<file path="src/rtl/lts_pkg.sv">
// ----------------------------------------------------------------------------
// lts_pkg
// Shared widths and limits for the lyric timestamp parser and its channels.
// ----------------------------------------------------------------------------
package lts_pkg;

    localparam int TEXT_W   = 8;
    localparam int MILLIS_W = 23;

    // Largest total the parser can produce: 99 minutes, 99 seconds, 999 ms.
    localparam logic [MILLIS_W-1:0] MILLIS_MAX = MILLIS_W'(6039999);

endpackage

</file>
<file path="src/rtl/lts_if.sv">
// ----------------------------------------------------------------------------
// lts_if
// Valid/ready channels for timestamp text bytes and parse results.
// ----------------------------------------------------------------------------
interface lts_text_if;
    import lts_pkg::*;

    logic              valid;
    logic              ready;
    logic [TEXT_W-1:0] text_byte;
    logic              is_final;

    modport source (output valid, output text_byte, output is_final, input ready);
    modport sink   (input valid, input text_byte, input is_final, output ready);
endinterface

interface lts_result_if;
    import lts_pkg::*;

    logic                valid;
    logic                ready;
    logic                parse_ok;
    logic [MILLIS_W-1:0] total_millis;

    modport source (output valid, output parse_ok, output total_millis, input ready);
    modport sink   (input valid, input parse_ok, input total_millis, output ready);
endinterface

</file>
<file path="src/rtl/lyric_timestamp_parser.sv">
// ----------------------------------------------------------------------------
// lyric_timestamp_parser
// Parses "mm:ss[.fff]" lyric timestamps streamed one byte per beat and
// reports the time in milliseconds after the last byte.
// ----------------------------------------------------------------------------
//  Channel  Dir  Payload                     Beat
//  text     in   text_byte[7:0], is_final    one character of the timestamp
//  result   out  parse_ok, total_millis[22:0] one per string, after its end
//
// The parser state updates at the byte's beat; a final byte snapshots the
// parsed fields into a holding register, and the millisecond total is
// formed between that register and the output register. A stall on
// result holds the output register and, once the holding register is
// full, stops text; else one byte is taken every cycle. Reset returns
// the parser to its leading whitespace phase.
// ----------------------------------------------------------------------------
module lyric_timestamp_parser (
    input logic          clk,
    input logic          rst_n,
    lts_text_if.sink     text,
    lts_result_if.source result
);
    import lts_pkg::*;

    localparam logic [3:0] PH_LEAD      = 4'd0;
    localparam logic [3:0] PH_MIN       = 4'd1;
    localparam logic [3:0] PH_MIN_WS    = 4'd2;
    localparam logic [3:0] PH_SEC_LEAD  = 4'd3;
    localparam logic [3:0] PH_SEC       = 4'd4;
    localparam logic [3:0] PH_SEC_WS    = 4'd5;
    localparam logic [3:0] PH_FRAC_LEAD = 4'd6;
    localparam logic [3:0] PH_FRAC      = 4'd7;
    localparam logic [3:0] PH_FRAC_WS   = 4'd8;
    localparam logic [3:0] PH_ERR       = 4'd9;

    typedef struct packed {
        logic        ok;
        logic        has_frac;
        logic [6:0]  minutes;
        logic [6:0]  seconds;
        logic [13:0] fraction;
        logic [2:0]  frac_digits;
    } snap_t;

    // Parser state.
    logic [3:0]  phase_reg, phase_next;
    logic [2:0]  count_reg, count_next;
    logic [6:0]  min_reg, min_next;
    logic [6:0]  sec_reg, sec_next;
    logic [13:0] frac_reg, frac_next;

    // Holding register between the parser and the output stage.
    logic  snap_valid_reg, snap_valid_next;
    snap_t snap_reg, snap_next;

    // Output register.
    logic                out_valid_reg, out_valid_next;
    logic                out_ok_reg;
    logic [MILLIS_W-1:0] out_millis_reg, out_millis_next;

    logic              text_acc;
    logic              out_free;
    logic              snap_move;
    logic [TEXT_W-1:0] c;
    logic [3:0]        d;
    logic              is_ws, is_digit, is_sep;

    logic [26:0]         frac_prod;
    logic [9:0]          ms;
    logic [MILLIS_W-1:0] min_ms, sec_ms;

    assign out_free  = !out_valid_reg || result.ready;
    assign snap_move = snap_valid_reg && out_free;
    assign text.ready = !snap_valid_reg || out_free;
    assign text_acc  = text.valid && text.ready;

    assign c = text.text_byte;
    assign d = c[3:0];

    always_comb
    begin
        is_ws    = c inside {8'h20, [8'h09:8'h0D]};
        is_digit = c inside {[8'h30:8'h39]};
        is_sep   = (c == 8'h3A) || (c == 8'h2E);
    end

    // One step of the character classifier; anything unexpected lands in
    // the error phase, which absorbs the rest of the string.
    always_comb
    begin
        phase_next = PH_ERR;
        count_next = count_reg;
        min_next   = min_reg;
        sec_next   = sec_reg;
        frac_next  = frac_reg;
        case (phase_reg)
            PH_LEAD:
            begin
                if (is_ws)
                begin
                    phase_next = PH_LEAD;
                end
                else if (is_digit)
                begin
                    min_next   = 7'(d);
                    count_next = 3'd1;
                    phase_next = PH_MIN;
                end
            end
            PH_MIN:
            begin
                if (is_digit && count_reg < 3'd2)
                begin
                    min_next   = 7'(min_reg * 7'd10 + 7'(d));
                    count_next = count_reg + 3'd1;
                    phase_next = PH_MIN;
                end
                else if (is_ws)
                begin
                    phase_next = PH_MIN_WS;
                end
                else if (is_sep)
                begin
                    phase_next = PH_SEC_LEAD;
                end
            end
            PH_MIN_WS:
            begin
                if (is_ws)
                begin
                    phase_next = PH_MIN_WS;
                end
                else if (is_sep)
                begin
                    phase_next = PH_SEC_LEAD;
                end
            end
            PH_SEC_LEAD:
            begin
                if (is_ws)
                begin
                    phase_next = PH_SEC_LEAD;
                end
                else if (is_digit)
                begin
                    sec_next   = 7'(d);
                    count_next = 3'd1;
                    phase_next = PH_SEC;
                end
            end
            PH_SEC:
            begin
                if (is_digit && count_reg < 3'd2)
                begin
                    sec_next   = 7'(sec_reg * 7'd10 + 7'(d));
                    count_next = count_reg + 3'd1;
                    phase_next = PH_SEC;
                end
                else if (is_ws)
                begin
                    phase_next = PH_SEC_WS;
                end
                else if (is_sep)
                begin
                    phase_next = PH_FRAC_LEAD;
                end
            end
            PH_SEC_WS:
            begin
                if (is_ws)
                begin
                    phase_next = PH_SEC_WS;
                end
                else if (is_sep)
                begin
                    phase_next = PH_FRAC_LEAD;
                end
            end
            PH_FRAC_LEAD:
            begin
                if (is_ws)
                begin
                    phase_next = PH_FRAC_LEAD;
                end
                else if (is_digit)
                begin
                    frac_next  = 14'(d);
                    count_next = 3'd1;
                    phase_next = PH_FRAC;
                end
            end
            PH_FRAC:
            begin
                if (is_digit && count_reg < 3'd4)
                begin
                    frac_next  = 14'(frac_reg * 14'd10 + 14'(d));
                    count_next = count_reg + 3'd1;
                    phase_next = PH_FRAC;
                end
                else if (is_ws)
                begin
                    phase_next = PH_FRAC_WS;
                end
            end
            PH_FRAC_WS:
            begin
                if (is_ws)
                begin
                    phase_next = PH_FRAC_WS;
                end
            end
            default:
            begin
                phase_next = PH_ERR;
            end
        endcase
    end

    always_comb
    begin
        snap_next.ok = (phase_next == PH_SEC) || (phase_next == PH_SEC_WS) ||
                       (phase_next == PH_FRAC) || (phase_next == PH_FRAC_WS);
        snap_next.has_frac    = (phase_next == PH_FRAC) || (phase_next == PH_FRAC_WS);
        snap_next.minutes     = min_next;
        snap_next.seconds     = sec_next;
        snap_next.fraction    = frac_next;
        snap_next.frac_digits = count_next;

        snap_valid_next = snap_valid_reg;
        if (text_acc && text.is_final)
        begin
            snap_valid_next = 1'b1;
        end
        else if (snap_move)
        begin
            snap_valid_next = 1'b0;
        end
    end

    always_ff @(posedge clk or negedge rst_n)
    begin
        if (!rst_n)
        begin
            phase_reg      <= PH_LEAD;
            count_reg      <= 3'd0;
            snap_valid_reg <= 1'b0;
        end
        else
        begin
            snap_valid_reg <= snap_valid_next;
            if (text_acc)
            begin
                if (text.is_final)
                begin
                    phase_reg <= PH_LEAD;
                    count_reg <= 3'd0;
                end
                else
                begin
                    phase_reg <= phase_next;
                    count_reg <= count_next;
                end
            end
        end
    end

    always_ff @(posedge clk)
    begin
        if (text_acc)
        begin
            min_reg  <= min_next;
            sec_reg  <= sec_next;
            frac_reg <= frac_next;
        end
        if (text_acc && text.is_final)
        begin
            snap_reg <= snap_next;
        end
    end

    // Fraction scaling; four digits divide by ten through a reciprocal
    // multiply that is exact for every value up to 9999.
    always_comb
    begin
        frac_prod = 27'(snap_reg.fraction) * 27'd6554;
        case (snap_reg.frac_digits)
            3'd1:    ms = 10'(snap_reg.fraction * 14'd100);
            3'd2:    ms = 10'(snap_reg.fraction * 14'd10);
            3'd3:    ms = 10'(snap_reg.fraction);
            3'd4:    ms = frac_prod[25:16];
            default: ms = 10'd0;
        endcase
        if (!snap_reg.has_frac)
        begin
            ms = 10'd0;
        end
        min_ms = MILLIS_W'(snap_reg.minutes) * MILLIS_W'(60000);
        sec_ms = MILLIS_W'(snap_reg.seconds) * MILLIS_W'(1000);
        out_millis_next = snap_reg.ok ? (min_ms + sec_ms + MILLIS_W'(ms)) : '0;

        out_valid_next = out_valid_reg;
        if (snap_move)
        begin
            out_valid_next = 1'b1;
        end
        else if (result.ready)
        begin
            out_valid_next = 1'b0;
        end
    end

    always_ff @(posedge clk or negedge rst_n)
    begin
        if (!rst_n)
        begin
            out_valid_reg <= 1'b0;
        end
        else
        begin
            out_valid_reg <= out_valid_next;
        end
    end

    always_ff @(posedge clk)
    begin
        if (snap_move)
        begin
            out_ok_reg     <= snap_reg.ok;
            out_millis_reg <= out_millis_next;
        end
    end

    assign result.valid        = out_valid_reg;
    assign result.parse_ok     = out_ok_reg;
    assign result.total_millis = out_millis_reg;

endmodule

</file>
<file path="src/flat_wrapper.sv">
// flat-port wrapper written by rule: the top's interface ports become plain ports
module lyric_timestamp_parser_flat import lts_pkg::*;
  (clk, rst_n, text_valid, text_text_byte, text_is_final, text_ready, result_valid, result_parse_ok, result_total_millis, result_ready);
  lts_text_if text_i ();
  lts_result_if result_i ();
  input logic clk;
  input logic rst_n;
  input wire logic [$bits(text_i.valid)-1:0] text_valid;
  input wire logic [$bits(text_i.text_byte)-1:0] text_text_byte;
  input wire logic [$bits(text_i.is_final)-1:0] text_is_final;
  output wire logic [$bits(text_i.ready)-1:0] text_ready;
  output wire logic [$bits(result_i.valid)-1:0] result_valid;
  output wire logic [$bits(result_i.parse_ok)-1:0] result_parse_ok;
  output wire logic [$bits(result_i.total_millis)-1:0] result_total_millis;
  input wire logic [$bits(result_i.ready)-1:0] result_ready;
  assign text_i.valid = text_valid;
  assign text_i.text_byte = text_text_byte;
  assign text_i.is_final = text_is_final;
  assign text_ready = text_i.ready;
  assign result_valid = result_i.valid;
  assign result_parse_ok = result_i.parse_ok;
  assign result_total_millis = result_i.total_millis;
  assign result_i.ready = result_ready;
  lyric_timestamp_parser u_core (.clk(clk), .rst_n(rst_n), .text(text_i), .result(result_i));
endmodule
</file>
<file path="config.mk">
export PLATFORM = sky130hd
export DESIGN_NAME = lyric_timestamp_parser_flat
export DESIGN_NICKNAME = d
export VERILOG_FILES = /design/src/rtl/lts_pkg.sv /design/src/rtl/lts_if.sv /design/src/rtl/lyric_timestamp_parser.sv /design/src/flat_wrapper.sv
export SDC_FILE = /design/constraint.sdc
export NUM_CORES = 1
export LEC_CHECK = 0
export BUFFER_PORTS_ARGS = -buffer_cell sky130_fd_sc_hd__buf_2
export CAP_MARGIN = 0
export CORE_MARGIN = 2
export CORE_UTILIZATION = 45
export CTS_BUF_LIST = sky130_fd_sc_hd__clkbuf_4 sky130_fd_sc_hd__clkbuf_8
export DETAILED_ROUTE_END_ITERATION = 16
export GPL_TIMING_DRIVEN = 1
export PLACE_DENSITY_LB_ADDON = 0.1
export SETUP_SLACK_MARGIN = 0.3
export SYNTH_ARGS = -nofsm -noshare
export SYNTH_HDL_FRONTEND = slang
export SYNTH_SLANG_ARGS = --single-unit
</file>
<file path="constraint.sdc">
create_clock -name clk -period 9.15 [get_ports clk]
set_input_delay 2.745 -clock clk [delete_from_list [all_inputs] [get_ports clk]]
set_output_delay 2.745 -clock clk [all_outputs]
set_load 0.005 [all_outputs]
</file>
==> results by stage <==
Yosys:
- The top cell type by total area after synthesis is sky130_fd_sc_hd__ha_1.
- The average instance in the mapped netlist occupies 9.79 µm².
- After synthesis, the netlist uses slightly below 80 different library cells.
- Among all flip-flop cells after synthesis, the most frequent one is sky130_fd_sc_hd__edfxtp_1.
- Counting flops with an async set or reset pin after synthesis yields a share of roughly a tenth.
- The share of the Yosys chip area taken by registers is 22.3%.
- The total of warnings raised by yosys is 0.
- The number of nets in the synthesized netlist is about 1600.
- Yosys attributes the largest share of cell area to sky130_fd_sc_hd__ha_1, sky130_fd_sc_hd__edfxtp_1, sky130_fd_sc_hd__fa_1.
- After synthesis, the largest area contributor takes up a little under a quarter of total cell area.
- In this run the cell area of the synthesized design comes to 12500 µm².
- After synthesis the netlist holds a flip-flop and latch count of 94.
- Counting flops with a built-in enable in the synthesized netlist gives between 80 and 90.
- The post-synthesis instance total is roughly 1300.

GRT:
- The total global-route track usage is about a fifth.
- Entering global routing, the biggest net connects 34 pins.
- The number of global-route vias before repair is just under 9000.
- The global-route congestion overflow total is 0.
- The wire length of the first global-routing pass is around 45000 µm.
- The initial antenna violation count came to 0.

Place:
- The congestion estimate from routability-driven global placement came to 0.839.
- The estimated wirelength of the detail-placed design is 21700 µm.
- The cell area after placement is about 13000 µm².
- Port buffering added 38 buffers.

Detailed routing:
- The first routing iteration left about 510 violations.
- After detailed routing, the average wire length per cell comes to between 15 and 20 µm.
- The count of vias placed by the detailed router is between 8000 and 9000.
- In the routed design, unresolved DRC markers number 0.
- The total wire length after detailed routing is roughly 26000 µm.
- The remaining number of nets flagged by the antenna check after routing is 0.
- After detailed routing, the number of vias per cell comes to 5.20.
- The first detailed-routing pass took 5 iterations.

STA:
- Setup repair after global routing left no endpoint under its margin.
- The hold violation count in the final report came to 0.
- For the final routed database, the setup TNS stands at 0 ns.
- Based on the critical path, the design can be clocked at up to approximately 120 MHz.
- The number of max-slew violations in the final report is 0.
- The portion of the clock cycle consumed by the worst path in the final layout is between 80% and 90%.
- In this run the tightest slew margin relative to its limit is between 10% and 20%.
- The count of final setup violators is 0.
- For the final database, setup skew stands at ~0.021 ns.
- The worst path needs 8.23 ns of the cycle, external delays included.
- Final hold analysis gives a worst-case slack of roughly 0.52 ns.
- At the pin with the least slew margin, the transition time is ~1.2 ns.

Floorplan:
- Once the floorplan was initialized, standard cells occupied a little under half of the core.
- The overall die width is 170 µm.
- The floorplan step defined a die boundary enclosing 29100 µm².
- 39 I/O pins were placed.
- The height of the die is 170 µm.
- In this run the core area contains 60 standard-cell rows.
- The placeable core region is 27100 µm².

Clock tree:
- The TritonCTS buffer count is 9.
- The root buffer cell is sky130_fd_sc_hd__clkbuf_8.
- The H-tree was split into 3 levels.
- The number of setup buffers added after CTS is 0.
- The clock latency reported for the late side of the worst-skew pair is 0.39 ns.
- The clock passes through at most 2 buffers.
- The TritonCTS clock tree is yes.
- The clock net in this run drives a total of 94 sinks.
- After clock tree synthesis, the clock-pin slew on the worst setup and hold paths is ~0.12 ns.

Layout:
- The area growth from synthesis to final layout is 6.62%.
- For this run, the post-layout net count is 1650.
- The register with the most flip-flops in the layout has 33 of them.
- The area of the multi-input gates is ~9000 µm².
- The finished cells cover around 13000 µm².
- The fraction of final layout cells sized beyond drive strength 1 is between 6 and 7%.
- The repair_antennas step left the layout with diodes totalling 0.
- The register cell area after layout is between 2000 and 3000 µm².
- The fill cell instance count of the final layout is roughly 2600.

Setup path:
- STA classifies the critical path endpoint as a register.
- For the worst setup path, the data required time is 9.31 ns.
- The number of buffers and inverters on the critical path is 2.
- The largest driver fanout on the critical path is 9.
- The arrival time of the worst setup path is between 8 and 9 ns.
- The kind of cell with the highest combined delay along the critical path is adder cells.
- By startpoint and endpoint, the worst setup path is classified as reg2reg.
- The slowest stage of the critical path belongs to the cell sky130_fd_sc_hd__edfxtp_1.
- STA classifies the critical path startpoint as a register.
- In this design, the stage delay of the slowest critical-path cell is ~0.56 ns.

Power:
- The leakage power summed over all cells is between 6 and 7 nW.
- Power comes to around 3.2 mW.
- Power spread over the standard cell area amounts to approximately 240 nW/µm².
- VDD sags by at most between 0.2 and 0.25 mV.

Run status:
- The run finished with clean final reports.

Run:
- The max-capacitance violation count is 0.

Worst hold path:
- The worst hold path belongs to the class reg2reg.
[report_power, final]
part           switching (mW)  leakage, nW  internal, mW
registers              0.0385        0.932         0.557
clock network           0.175        0.100         0.130
logic                    1.31         5.31          1.02
total                    1.52         6.35          1.71
[logic make-up (layout without fill, tap and decap cells)]
family          after synthesis  in the layout  synth area share, %
simple gates                263            263                 11.0
buf+inv                     241            276                 7.28
compound gates              240            240                 12.9
fa+ha+maj                   336            336                 39.4
xor+xnor                     90             90                 6.32
mux                           9              9                0.773
flops                        94             94                 22.3
[repair_timing]
action	4_1_cts	5_1_grt
hold buffers	0	0
endpoints found under the setup margin	0	3
gates resized for setup	0	2
[worst paths after layout]
check,depth (start not counted),slack (ns),to,start
min in group asynchronous,1,2.18,u_core.result.valid$_DFFE_PN0P_,rst_n
max in group asynchronous,1,6.78,u_core.phase_reg[2]$_DFFE_PN0P_,rst_n
worst min register to register,1,0.52,u_core.result.valid$_DFFE_PN0P_,u_core.snap_valid_reg$_DFFE_PN0P_
worst min-delay path,1,0.52,u_core.result.valid$_DFFE_PN0P_,u_core.snap_valid_reg$_DFFE_PN0P_
worst max-delay path,26,0.92,u_core.result.total_millis[21]$_SDFFCE_PN0P_,u_core.snap_reg[4]$_DFFE_PP_
worst max register to register,26,0.92,u_core.result.total_millis[21]$_SDFFCE_PN0P_,u_core.snap_reg[4]$_DFFE_PP_
[area by class of cell]
type | count | area share [%]
Sequential cell | 94 | 20.9
Clock buffer | 9 | 0.932
Tap cell | 372 | 3.50
Multi-Input combinational cell | 938 | 66.1
Inverter | 215 | 6.07
Timing Repair Buffer | 45 | 1.83
Clock inverter | 7 | 0.631
[cells in the mapped netlist (15+ instances only)]
cell type,n
sky130_fd_sc_hd__ha_1,239
sky130_fd_sc_hd__inv_1,215
sky130_fd_sc_hd__fa_1,95
sky130_fd_sc_hd__edfxtp_1,85
sky130_fd_sc_hd__nand2_1,64
sky130_fd_sc_hd__a21oi_1,60
sky130_fd_sc_hd__nor2_1,59
sky130_fd_sc_hd__xnor2_1,59
sky130_fd_sc_hd__o21ai_0,43
sky130_fd_sc_hd__xor2_1,31
sky130_fd_sc_hd__clkbuf_1,23
sky130_fd_sc_hd__and2_1,19
sky130_fd_sc_hd__a21o_1,18
sky130_fd_sc_hd__nor3_1,17
sky130_fd_sc_hd__and3_1,16
sky130_fd_sc_hd__nand3_1,15
[cell usage in the layout (no fill, tap or decap), drive strengths merged, types with 8 or more instances in the layout]
master and instances:
o21a 10, and3 16, o31ai 8, a21oi 61
a22o 14, nor2 59, nor3 17, buf 45
dfrtp 9, nand3 15, or3 8, edfxtp 85
xor2 31, xnor2 59, clkbuf 9, fa 95
inv 216, o21ai 44, ha 239, nand2b 11
a31oi 8, a21o 18, nor2b 12, nor3b 9
and2 19, a22oi 10, nand2 64
[routing by layer]
layer	track usage [%]	wire [µm]
met1	29.2	14200
met5	0	0
met3	1.81	631
met4	3.23	209
met2	30.9	11400
[stage by stage]
step | setup WS (ns) | std cells | util [%]
final | 0.921 | 1680 | 49.1
after global routing | 0.374 | 1680 | 49.1
after CTS | 0.658 | 1680 | 49.0
after detailed placement | 0.644 | 1664 | 48.3
after global placement | 0.771 | 1664 | 48.3
after floorplan | 1.62 | 1273 | -
(Power assumes the default switching activity.)
